==> config.mk <==
export PLATFORM = sky130hd
export DESIGN_NAME = catmull_rom_curve_upsampler_top
export DESIGN_NICKNAME = d
export VERILOG_FILES = /design/src/rtl/core/cru_pkg.sv /design/src/rtl/core/catmull_rom_curve_upsampler_top.sv /design/src/rtl/core/cru_seg_engine.sv
export SDC_FILE = /design/constraint.sdc
export NUM_CORES = 2
export LEC_CHECK = 0
export BUFFER_PORTS_ARGS = -buffer_cell sky130_fd_sc_hd__buf_2
export CORE_MARGIN = 4
export CORE_UTILIZATION = 60
export DETAILED_ROUTE_END_ITERATION = 10
export PLACE_DENSITY = 0.77
export REMOVE_ABC_BUFFERS = 1
export SYNTH_ARGS = -nofsm -noshare
export SYNTH_HDL_FRONTEND = slang
export SYNTH_SLANG_ARGS = --single-unit
==> constraint.sdc <==
create_clock -name clk -period 15.8 [get_ports clk]
set_input_delay 0.79 -clock clk [delete_from_list [all_inputs] [get_ports clk]]
set_output_delay 0.79 -clock clk [all_outputs]
set_load 0.005 [all_outputs]
==> src/rtl/core/cru_pkg.sv <==
// Shared types for the Catmull-Rom curve upsampler.
// No dependencies; used by the top level and the segment engine.
`default_nettype none

package cru_pkg;

  // Curve point, signed Q.12, range -1.0 .. +1.0
  localparam int PT_W = 14;
  typedef logic signed [PT_W-1:0] point_t;

  // One segment job handed from the sample window to the engine
  typedef struct packed {
    point_t p0;
    point_t p1;
    point_t p2;
    point_t p3;
    logic   run_last;    // last segment caused by this sample
    logic   frame_last;  // last segment of the frame
  } job_t;

endpackage

`default_nettype wire

==> src/rtl/core/catmull_rom_curve_upsampler_top.sv <==
// Catmull-Rom curve upsampler, top level: config registers, input register,
// sample window and job stage. Depends on cru_pkg and cru_seg_engine.
//
// Usage:
//   in_*  : one spectrum magnitude per beat, in_tlast marks the frame's last.
//   out_* : one sub-segment per beat; 8 beats per segment, sub_step 0..7.
//           out_tuser flags the last beat caused by a sample, out_tlast the
//           last beat of the frame.
//   cfg_* : APB-style registers, height_scale at 0x0, bar_width at 0x4.
//           Write only while the block is idle.
// Pipeline: the beat that completes a segment passes the input register,
//   job stage, segment registers and output register. The engine emits
//   one sub-step per cycle unless out_tready is low; a frame's last sample
//   can yield two segments; a sample yielding none does not hold the input.
// Reset: empties all stages and starts a new frame; registers return to
//   height_scale 256, bar_width 8.
// Stall: a held out_tready freezes the output register and the engine; the
//   input register and job stage still take one more sample, then in_tready
//   drops.
`default_nettype none

module catmull_rom_curve_upsampler_top #(
  parameter int MAX_BARS = 4096
) (
  input  logic        clk,
  input  logic        rst_n,
  input  logic        in_tvalid,
  output logic        in_tready,
  input  logic [15:0] in_tdata,     // [15:0] magnitude
  input  logic        in_tlast,     // frame_end
  output logic        out_tvalid,
  input  logic        out_tready,
  output logic [79:0] out_tdata,    // [11:0] segment, [14:12] sub_step, [30:15] x_start,
                                    // [46:31] h_start, [62:47] x_end, [78:63] h_end, [79] 0
  output logic        out_tuser,    // [0] run_last
  output logic        out_tlast,    // frame_last
  input  logic        cfg_psel,
  input  logic        cfg_penable,
  input  logic        cfg_pwrite,
  input  logic [2:0]  cfg_paddr,
  input  logic [31:0] cfg_pwdata,
  output logic [31:0] cfg_prdata,
  output logic        cfg_pready
);
  import cru_pkg::*;

  localparam int SEG_W = $clog2(MAX_BARS);
  localparam int K_W   = $clog2(MAX_BARS + 1);
  localparam logic [K_W-1:0]   K_MAX    = K_W'(MAX_BARS);
  localparam logic [SEG_W-1:0] SEG_LAST = SEG_W'(MAX_BARS - 1);
  localparam logic REG_HEIGHT_SCALE = 1'b0;
  localparam logic REG_BAR_WIDTH    = 1'b1;

  logic [15:0]      height_scale_r;
  logic [13:0]      bar_width_r;
  logic             cfg_wr;

  logic             s1_v_r, s1_v_nxt;
  logic [15:0]      s1_mag_r;
  logic             s1_last_r;
  logic             in_acc, s1_go;

  logic [31:0]      prod;
  logic [23:0]      prod_sh;
  logic signed [14:0] p_ofs;
  point_t           p_w;

  point_t           old_r, mid_r, new_r;
  logic [K_W-1:0]   k_r;

  point_t           jw0_r, jw1_r, jw2_r, jw3_r;
  logic             pend0_r, pend1_r, jlast_r;
  logic [SEG_W-1:0] seg0_r, seg1_r;
  logic             j_v, j_rdy, j_iss, e_rdy;
  job_t             job;
  logic [SEG_W-1:0] job_seg;

  // configuration registers
  assign cfg_pready = 1'b1;
  assign cfg_wr     = cfg_psel && cfg_penable && cfg_pwrite && cfg_pready;

  always_ff @(posedge clk) begin
    if (!rst_n) begin
      height_scale_r <= 16'd256;
      bar_width_r    <= 14'd8;
    end else if (cfg_wr) begin
      unique case (cfg_paddr[2])
        REG_HEIGHT_SCALE: height_scale_r <= cfg_pwdata[15:0];
        REG_BAR_WIDTH:    bar_width_r    <= cfg_pwdata[13:0];
      endcase
    end
  end

  always_comb begin
    unique case (cfg_paddr[2])
      REG_HEIGHT_SCALE: cfg_prdata = {16'b0, height_scale_r};
      REG_BAR_WIDTH:    cfg_prdata = {18'b0, bar_width_r};
    endcase
  end

  // input register, refilled in the cycle it hands over
  assign in_tready = !s1_v_r || j_rdy;
  assign in_acc    = in_tvalid && in_tready;
  assign s1_go     = s1_v_r && j_rdy;

  always_comb begin
    s1_v_nxt = s1_v_r;
    if (in_acc) s1_v_nxt = 1'b1;
    else if (s1_go) s1_v_nxt = 1'b0;
  end

  always_ff @(posedge clk) begin
    if (in_acc) begin
      s1_mag_r  <= in_tdata;
      s1_last_r <= in_tlast;
    end
  end

  // scale, clamp to 2.0, drop by 1.0
  always_comb begin
    prod    = {16'b0, s1_mag_r} * {16'b0, height_scale_r};
    prod_sh = prod[31:8];
    p_ofs   = $signed({1'b0, prod_sh[13:0]}) - 15'sd4096;
    p_w     = (prod_sh > 24'd8192) ? 14'sd4096 : p_ofs[13:0];
  end

  // job stage: up to two segments per sample, oldest first
  assign j_v   = pend0_r || pend1_r;
  assign j_iss = j_v && e_rdy;
  assign j_rdy = !j_v || (j_iss && (pend0_r ^ pend1_r));

  always_comb begin
    job.p0         = pend0_r ? jw0_r : jw1_r;
    job.p1         = pend0_r ? jw1_r : jw2_r;
    job.p2         = pend0_r ? jw2_r : jw3_r;
    job.p3         = jw3_r;
    job.run_last   = !(pend0_r && pend1_r);
    job.frame_last = jlast_r && !(pend0_r && pend1_r);
    job_seg        = pend0_r ? seg0_r : seg1_r;
  end

  // sample window, frame counter and pending flags
  always_ff @(posedge clk) begin
    if (!rst_n) begin
      s1_v_r  <= 1'b0;
      old_r   <= '0;
      mid_r   <= '0;
      new_r   <= '0;
      k_r     <= '0;
      pend0_r <= 1'b0;
      pend1_r <= 1'b0;
    end else begin
      s1_v_r <= s1_v_nxt;
      if (s1_go) begin
        if (k_r == '0) begin
          old_r   <= p_w;
          mid_r   <= p_w;
          new_r   <= p_w;
          pend0_r <= 1'b0;
          pend1_r <= 1'b0;
        end else begin
          old_r   <= mid_r;
          mid_r   <= new_r;
          new_r   <= p_w;
          pend0_r <= (k_r >= K_W'(2));
          pend1_r <= s1_last_r;
        end
        if (s1_last_r) k_r <= '0;
        else if (k_r < K_MAX) k_r <= k_r + K_W'(1);
      end else if (j_iss) begin
        if (pend0_r) pend0_r <= 1'b0;
        else pend1_r <= 1'b0;
      end
    end
  end

  // job payload
  always_ff @(posedge clk) begin
    if (s1_go) begin
      jw0_r   <= old_r;
      jw1_r   <= mid_r;
      jw2_r   <= new_r;
      jw3_r   <= p_w;
      jlast_r <= s1_last_r;
      seg0_r  <= SEG_W'(k_r - K_W'(2));
      seg1_r  <= (k_r >= K_MAX) ? SEG_LAST : SEG_W'(k_r - K_W'(1));
    end
  end

  cru_seg_engine #(
    .SEG_W (SEG_W)
  ) u_engine (
    .clk        (clk),
    .rst_n      (rst_n),
    .job_v      (j_v),
    .job_rdy    (e_rdy),
    .job        (job),
    .job_seg    (job_seg),
    .bar_width  (bar_width_r),
    .out_tvalid (out_tvalid),
    .out_tready (out_tready),
    .out_tdata  (out_tdata),
    .out_tuser  (out_tuser),
    .out_tlast  (out_tlast)
  );

endmodule

`default_nettype wire

==> src/rtl/core/cru_seg_engine.sv <==
// Segment engine: spline coefficients per segment, then one sub-segment beat
// per cycle into the output register while it is not stalled. Depends on cru_pkg.
`default_nettype none

module cru_seg_engine #(
  parameter int SEG_W = 12
) (
  input  logic             clk,
  input  logic             rst_n,
  input  logic             job_v,
  output logic             job_rdy,
  input  cru_pkg::job_t    job,
  input  logic [SEG_W-1:0] job_seg,
  input  logic [13:0]      bar_width,
  output logic             out_tvalid,
  input  logic             out_tready,
  output logic [79:0]      out_tdata,  // segment, sub_step, x_start, h_start, x_end, h_end, pad
  output logic             out_tuser,  // run_last
  output logic             out_tlast   // frame_last
);
  import cru_pkg::*;

  localparam int XB_W = SEG_W + 16;
  localparam logic signed [XB_W-1:0] X_ORG = XB_W'(4096);
  localparam logic [2:0] STEP_LAST = 3'd7;

  // saturate a spline numerator quotient to 16 bits
  function automatic logic [15:0] sat_h(input logic signed [27:0] v);
    logic [15:0] r;
    if (v > 28'sd32767) r = 16'h7FFF;
    else if (v < -28'sd32768) r = 16'h8000;
    else r = v[15:0];
    return r;
  endfunction

  // height at sub-step s (0..8): N / 1024 truncated toward zero
  function automatic logic [15:0] spline_h(input point_t p1,
                                           input logic signed [14:0] a,
                                           input logic signed [16:0] b,
                                           input logic signed [16:0] c,
                                           input logic [3:0] s);
    logic [6:0] s2;
    logic [9:0] s3;
    logic signed [27:0] p1x, ax, bx, cx, sx, s2x, s3x, n, q;
    s2  = {3'b000, s} * {3'b000, s};
    s3  = {3'b000, s2} * {6'b000000, s};
    p1x = p1;
    ax  = a;
    bx  = b;
    cx  = c;
    sx  = $signed({24'b0, s});
    s2x = $signed({21'b0, s2});
    s3x = $signed({18'b0, s3});
    n   = (p1x <<< 10) + ((ax * sx) <<< 6) + ((bx * s2x) <<< 3) + (cx * s3x);
    q   = n[27] ? ((n + 28'sd1023) >>> 10) : (n >>> 10);
    return sat_h(q);
  endfunction

  // x at sub-step s: base + (bar_width * s) >> 3, saturated
  function automatic logic [15:0] x_at(input logic signed [XB_W-1:0] base,
                                       input logic [13:0] bw,
                                       input logic [3:0] s);
    logic [17:0] m;
    logic signed [XB_W-1:0] v;
    logic [15:0] r;
    m = {4'b0000, bw} * {14'b0, s};
    v = base + $signed(XB_W'(m[17:3]));
    if (v > $signed(XB_W'(32767))) r = 16'h7FFF;
    else if (v < -$signed(XB_W'(32768))) r = 16'h8000;
    else r = v[15:0];
    return r;
  endfunction

  logic                   e_v_r, e_v_nxt;
  logic [2:0]             s_r;
  logic signed [14:0]     ca_r;
  logic signed [16:0]     cb_r, cc_r;
  point_t                 cp1_r;
  logic signed [XB_W-1:0] base_r;
  logic [11:0]            seg_r;
  logic                   rl_r, fl_r;
  logic                   out_v_r, out_v_nxt;
  logic [79:0]            out_data_r;
  logic                   out_user_r, out_last_r;

  logic                   o_ld, e_adv, e_done, e_load;
  logic signed [17:0]     q0, q1, q2, q3, ca_w, cb_w, cc_w;
  logic [SEG_W+13:0]      seg_prod;
  logic signed [XB_W-1:0] base_w;
  logic [3:0]             s_a, s_b;
  logic [15:0]            h_a, h_b, x_a, x_b;

  // handshake between job source, engine and output register
  assign o_ld    = !out_v_r || out_tready;
  assign e_adv   = e_v_r && o_ld;
  assign e_done  = e_adv && (s_r == STEP_LAST);
  assign job_rdy = !e_v_r || e_done;
  assign e_load  = job_v && job_rdy;

  // coefficients and x base of a new segment
  always_comb begin
    q0       = job.p0;
    q1       = job.p1;
    q2       = job.p2;
    q3       = job.p3;
    ca_w     = q2 - q0;
    cb_w     = (q0 <<< 1) - (q1 <<< 2) - q1 + (q2 <<< 2) - q3;
    cc_w     = q1 + (q1 <<< 1) - q0 - q2 - (q2 <<< 1) + q3;
    seg_prod = {14'b0, job_seg} * {{SEG_W{1'b0}}, bar_width};
    base_w   = $signed({2'b00, seg_prod}) - X_ORG;
  end

  // both endpoints of the current sub-segment
  always_comb begin
    s_a = {1'b0, s_r};
    s_b = {1'b0, s_r} + 4'd1;
    h_a = spline_h(cp1_r, ca_r, cb_r, cc_r, s_a);
    h_b = spline_h(cp1_r, ca_r, cb_r, cc_r, s_b);
    x_a = x_at(base_r, bar_width, s_a);
    x_b = x_at(base_r, bar_width, s_b);
  end

  // valid flags
  always_comb begin
    e_v_nxt = e_v_r;
    if (e_load) e_v_nxt = 1'b1;
    else if (e_done) e_v_nxt = 1'b0;
    out_v_nxt = o_ld ? e_v_r : out_v_r;
  end

  always_ff @(posedge clk) begin
    if (!rst_n) begin
      e_v_r   <= 1'b0;
      out_v_r <= 1'b0;
    end else begin
      e_v_r   <= e_v_nxt;
      out_v_r <= out_v_nxt;
    end
  end

  // segment registers and sub-step counter
  always_ff @(posedge clk) begin
    if (e_load) begin
      ca_r   <= ca_w[14:0];
      cb_r   <= cb_w[16:0];
      cc_r   <= cc_w[16:0];
      cp1_r  <= job.p1;
      base_r <= base_w;
      seg_r  <= 12'(job_seg);
      rl_r   <= job.run_last;
      fl_r   <= job.frame_last;
      s_r    <= 3'd0;
    end else if (e_adv) begin
      s_r <= s_r + 3'd1;
    end
  end

  // output register
  always_ff @(posedge clk) begin
    if (e_adv) begin
      out_data_r <= {1'b0, h_b, x_b, h_a, x_a, s_r, seg_r};
      out_user_r <= rl_r && (s_r == STEP_LAST);
      out_last_r <= fl_r && (s_r == STEP_LAST);
    end
  end

  assign out_tvalid = out_v_r;
  assign out_tdata  = out_data_r;
  assign out_tuser  = out_user_r;
  assign out_tlast  = out_last_r;

endmodule

`default_nettype wire

==> results.md <==
* Status: finished clean
* Arrival @ worst endpoint at 14350 ps
* Area post-placement at 67100 sq um
* Slew Limit Fails at 0
* Clk_skew at 43.1 ps
* CTS tree: built
* CP endpoint kind: flop
* Final Instance Area at 68600 sq um
* First-pass DRT Iterations at 6
* Largest net degree at the start of global routing at 81
* Setup CP Type: flop to flop
* WL final at 150000 um
* Synth top area share at 0.300
* GPL Wtd Cong at 0.910
* Period utilization at 0.886
* Initial Util at 0.607
* Flop2flop setup slack at 1800 ps
* Vias per std cell at 5.61
* Fmax at 71.4 MHz
* Row count at 120
* HP Class: primary input to flop
* Maxcap violations at 0
* Hold Startpoint: in_tdata[3]
* Vias in the first global route at 50200
* IO Count at 176
* Avg Cell Area, Syn at 9.13 sq um
* Worst Hold Path EP: s1_mag_r[3]
* Die extent in y at 338 um
* Post-DP HPWL at 119000 um
* Worst setup SP type: flop
* GRT Overall Usage at 0.271
* DRC violations left at 0
* Synth Cell Area at 65300 sq um
* Pre-CTS setup slack at 1880 ps
* Yosys warnings at 0
* Later-pin clock latency in the skew report at 640 ps
* Clock transition at path regs at 60 ps
* Unrepaired setup endpoints after global routing: no
* Total Neg Setup Slack at 0 ps
* Die X at 338 um
* PnR worst setup slack at 1800 ps
* Number of CTS-inserted buffers at 45
* Reg-to-Reg Start: u_engine.s_r[0]
* CTS resizes at 0
* CTS root buffer: clkbuf_16
* IO buf count at 139
* Critical path's top delay family: adder cells
* Most used cell along the critical path: fa_1
* CP max stage delay at 880 ps
* Post-synth EDFFs at 283
* Netlist cell types at 88
* Final Critical Period at 14000 ps
* Initial antenna violation count at 2
* Hold path cells at 1
* Least-Margin Pin Slew at 1200 ps
* Synth-to-layout area growth at 5.06%
* Slowest cell on crit path: ha_1
* Initial DRC count at 2976
* Post-CTS setup repair buffer count at 0
* Max H-tree Level at 2
* Share of cells above drive strength 1 at 0.0509
* Core area at 108000 sq um
* Congestion Overflow GR at 0
* FF-to-FF path depth at 48
* Finish-stage setup viols at 0
* Area contributors post-synth: fa_1 30%, ha_1 14%, edfxtp_1 13%, inv_1 8.4%, and2_1 4.9%
* Synthesized flop and latch total at 376
* Fin nets at 8873
* Area leader, netlist: fa_1
* Post-synth top flop: edfxtp_1
* Die area at 114000 sq um
* Clock Sinks at 376
* Wire per inst at 17.5 um
* Maximum fanout along the worst path at 40
* Buffer and inverter count on the worst path at 10
* Hold_buf cts at 0
* Endpoint of the worst register-to-register path: u_engine.out_tdata[63]
* Longest Clk Path Bufs at 3
* Mapped Cells at 7150
* First-pass GRT wire length at 251000 um
* Share of synthesized registers carrying an async set or reset at 0
* Fill count at 8815
* Worst slew margin at 0.188
* Worst endpoint required time at 16150 ps
* DRT antenna net count at 0
* Sequential fraction of the synthesis area at 0.159
* Final hold viol count at 0
* Vias at 48000
cells by family after synthesis:
kind of cell | Yosys count | share of synthesized area
compound gates | 818 | 0.0808
xor+xnor | 342 | 0.0459
fa+ha+maj | 1703 | 0.439
buf+inv | 1747 | 0.102
flops | 376 | 0.159
mux | 75 | 0.0125
other cells | 2 | 0.000115
simple gates | 2087 | 0.162
registers in the layout (all words and copies together) (netlist names), 3 cells and up:
register / cells
bar_width_r: 14
u_engine.seg_r: 12
jw0_r: 14
k_r: 13
u_engine.cc_r: 17
height_scale_r: 16
jw2_r: 14
s1_mag_r: 16
u_engine.base_r: 27
old_r: 14
u_engine.out_tdata: 79
u_engine.cp1_r: 14
new_r: 14
u_engine.ca_r: 15
u_engine.s_r: 3
jw1_r: 14
seg1_r: 12
jw3_r: 14
seg0_r: 12
mid_r: 14
u_engine.cb_r: 17
how the worst max path moves through the flow:
stage | slack (ps) | cells past startpoint | startpoint | to
finish | 1800 | 48 | u_engine.s_r[0] | u_engine.out_tdata[63]
global route | 940 | 46 | u_engine.s_r[0] | u_engine.out_tdata[69]
CTS | 1860 | 48 | u_engine.s_r[0] | u_engine.out_tdata[63]
detailed placement | 1880 | 48 | u_engine.s_r[0] | u_engine.out_tdata[63]
global placement | 2190 | 48 | u_engine.s_r[0] | u_engine.out_tdata[63]
floorplan | 720 | 43 | u_engine.s_r[0] | u_engine.out_tdata[64]
per-layer routing:
layer | global-route usage | vias to the layer above | routed length [um]
met2 | 0.470 | 1386 | 73300
met4 | 0.0987 | 4 | 6130
met5 | 0 | - | 30
met1 | 0.351 | 23900 | 61700
li1 | - | 22300 | -
met3 | 0.0333 | 333 | 8670
cells in the final DEF (no fill, tap or decap), drive strengths merged, types with 23 or more instances in the layout:
master and instances:
fa 979, nor2 200, buf 188, inv 1461, mux2 51, dfxtp 93, mux2i 24, o21a 23
nand4 51, nand3 85, xnor2 227, o21ai 219, nor3 71, clkbuf 56, xor2 115, and3 51
nand2 770, edfxtp 283, a21oi 208, nand2b 87, a21boi 64, ha 724, a21o 93, a31oi 25
nor2b 161, and2 516, o21bai 35
metrics by stage:
| step | util | instances | hold WS, ps |
|---|---|---|---|
| after floorplan | - | 6876 | 400 |
| after global placement | 0.624 | 8467 | 401 |
| after detailed placement | 0.624 | 8467 | 412 |
| after CTS | 0.638 | 8551 | 295 |
| after global routing | 0.638 | 8551 | 313 |
| final | 0.638 | 8552 | 329 |
cells in the mapped netlist, drive strengths merged, types with 6 or more instances:
library cell and number:
nor2 200, o41ai 9, and4 6, o31ai 22, or2 16, nor3 71
buf 28, nand3 85, o211ai 14, nand2b 87, inv 1455, or3 22
nor2b 161, ha 724, a2111oi 9, and2 516, nand2 770, dfxtp 93
a211oi 19, nor3b 8, o21ai 219, fa 979, a31oi 25, xor2 115
xnor2 227, nand3b 7, o21a 23, nand4 51, clkbuf 264, o21bai 35
or4 10, edfxtp 283, nor4 8, mux2 51, a211o 8, a21o 93
nand4b 7, nor4b 6, and3 51, a21oi 208, mux2i 24, a21boi 64
layout make-up:
type                            count  area (sq um)  share of cell area
Timing Repair Buffer              188          1060              0.0155
Clock buffer                       56          1200              0.0175
Antenna cell                        1          2.50           0.0000365
Sequential cell                   376         10400               0.151
Multi-Input combinational cell   5045         48400               0.706
Clock inverter                     28           337             0.00491
Inverter                         1455          5460              0.0797
Tap cell                         1403          1760              0.0256
Power is left out: the tool's default activity adds up to more than one toggle a clock period on the data nets, which glitch-free logic cannot reach.
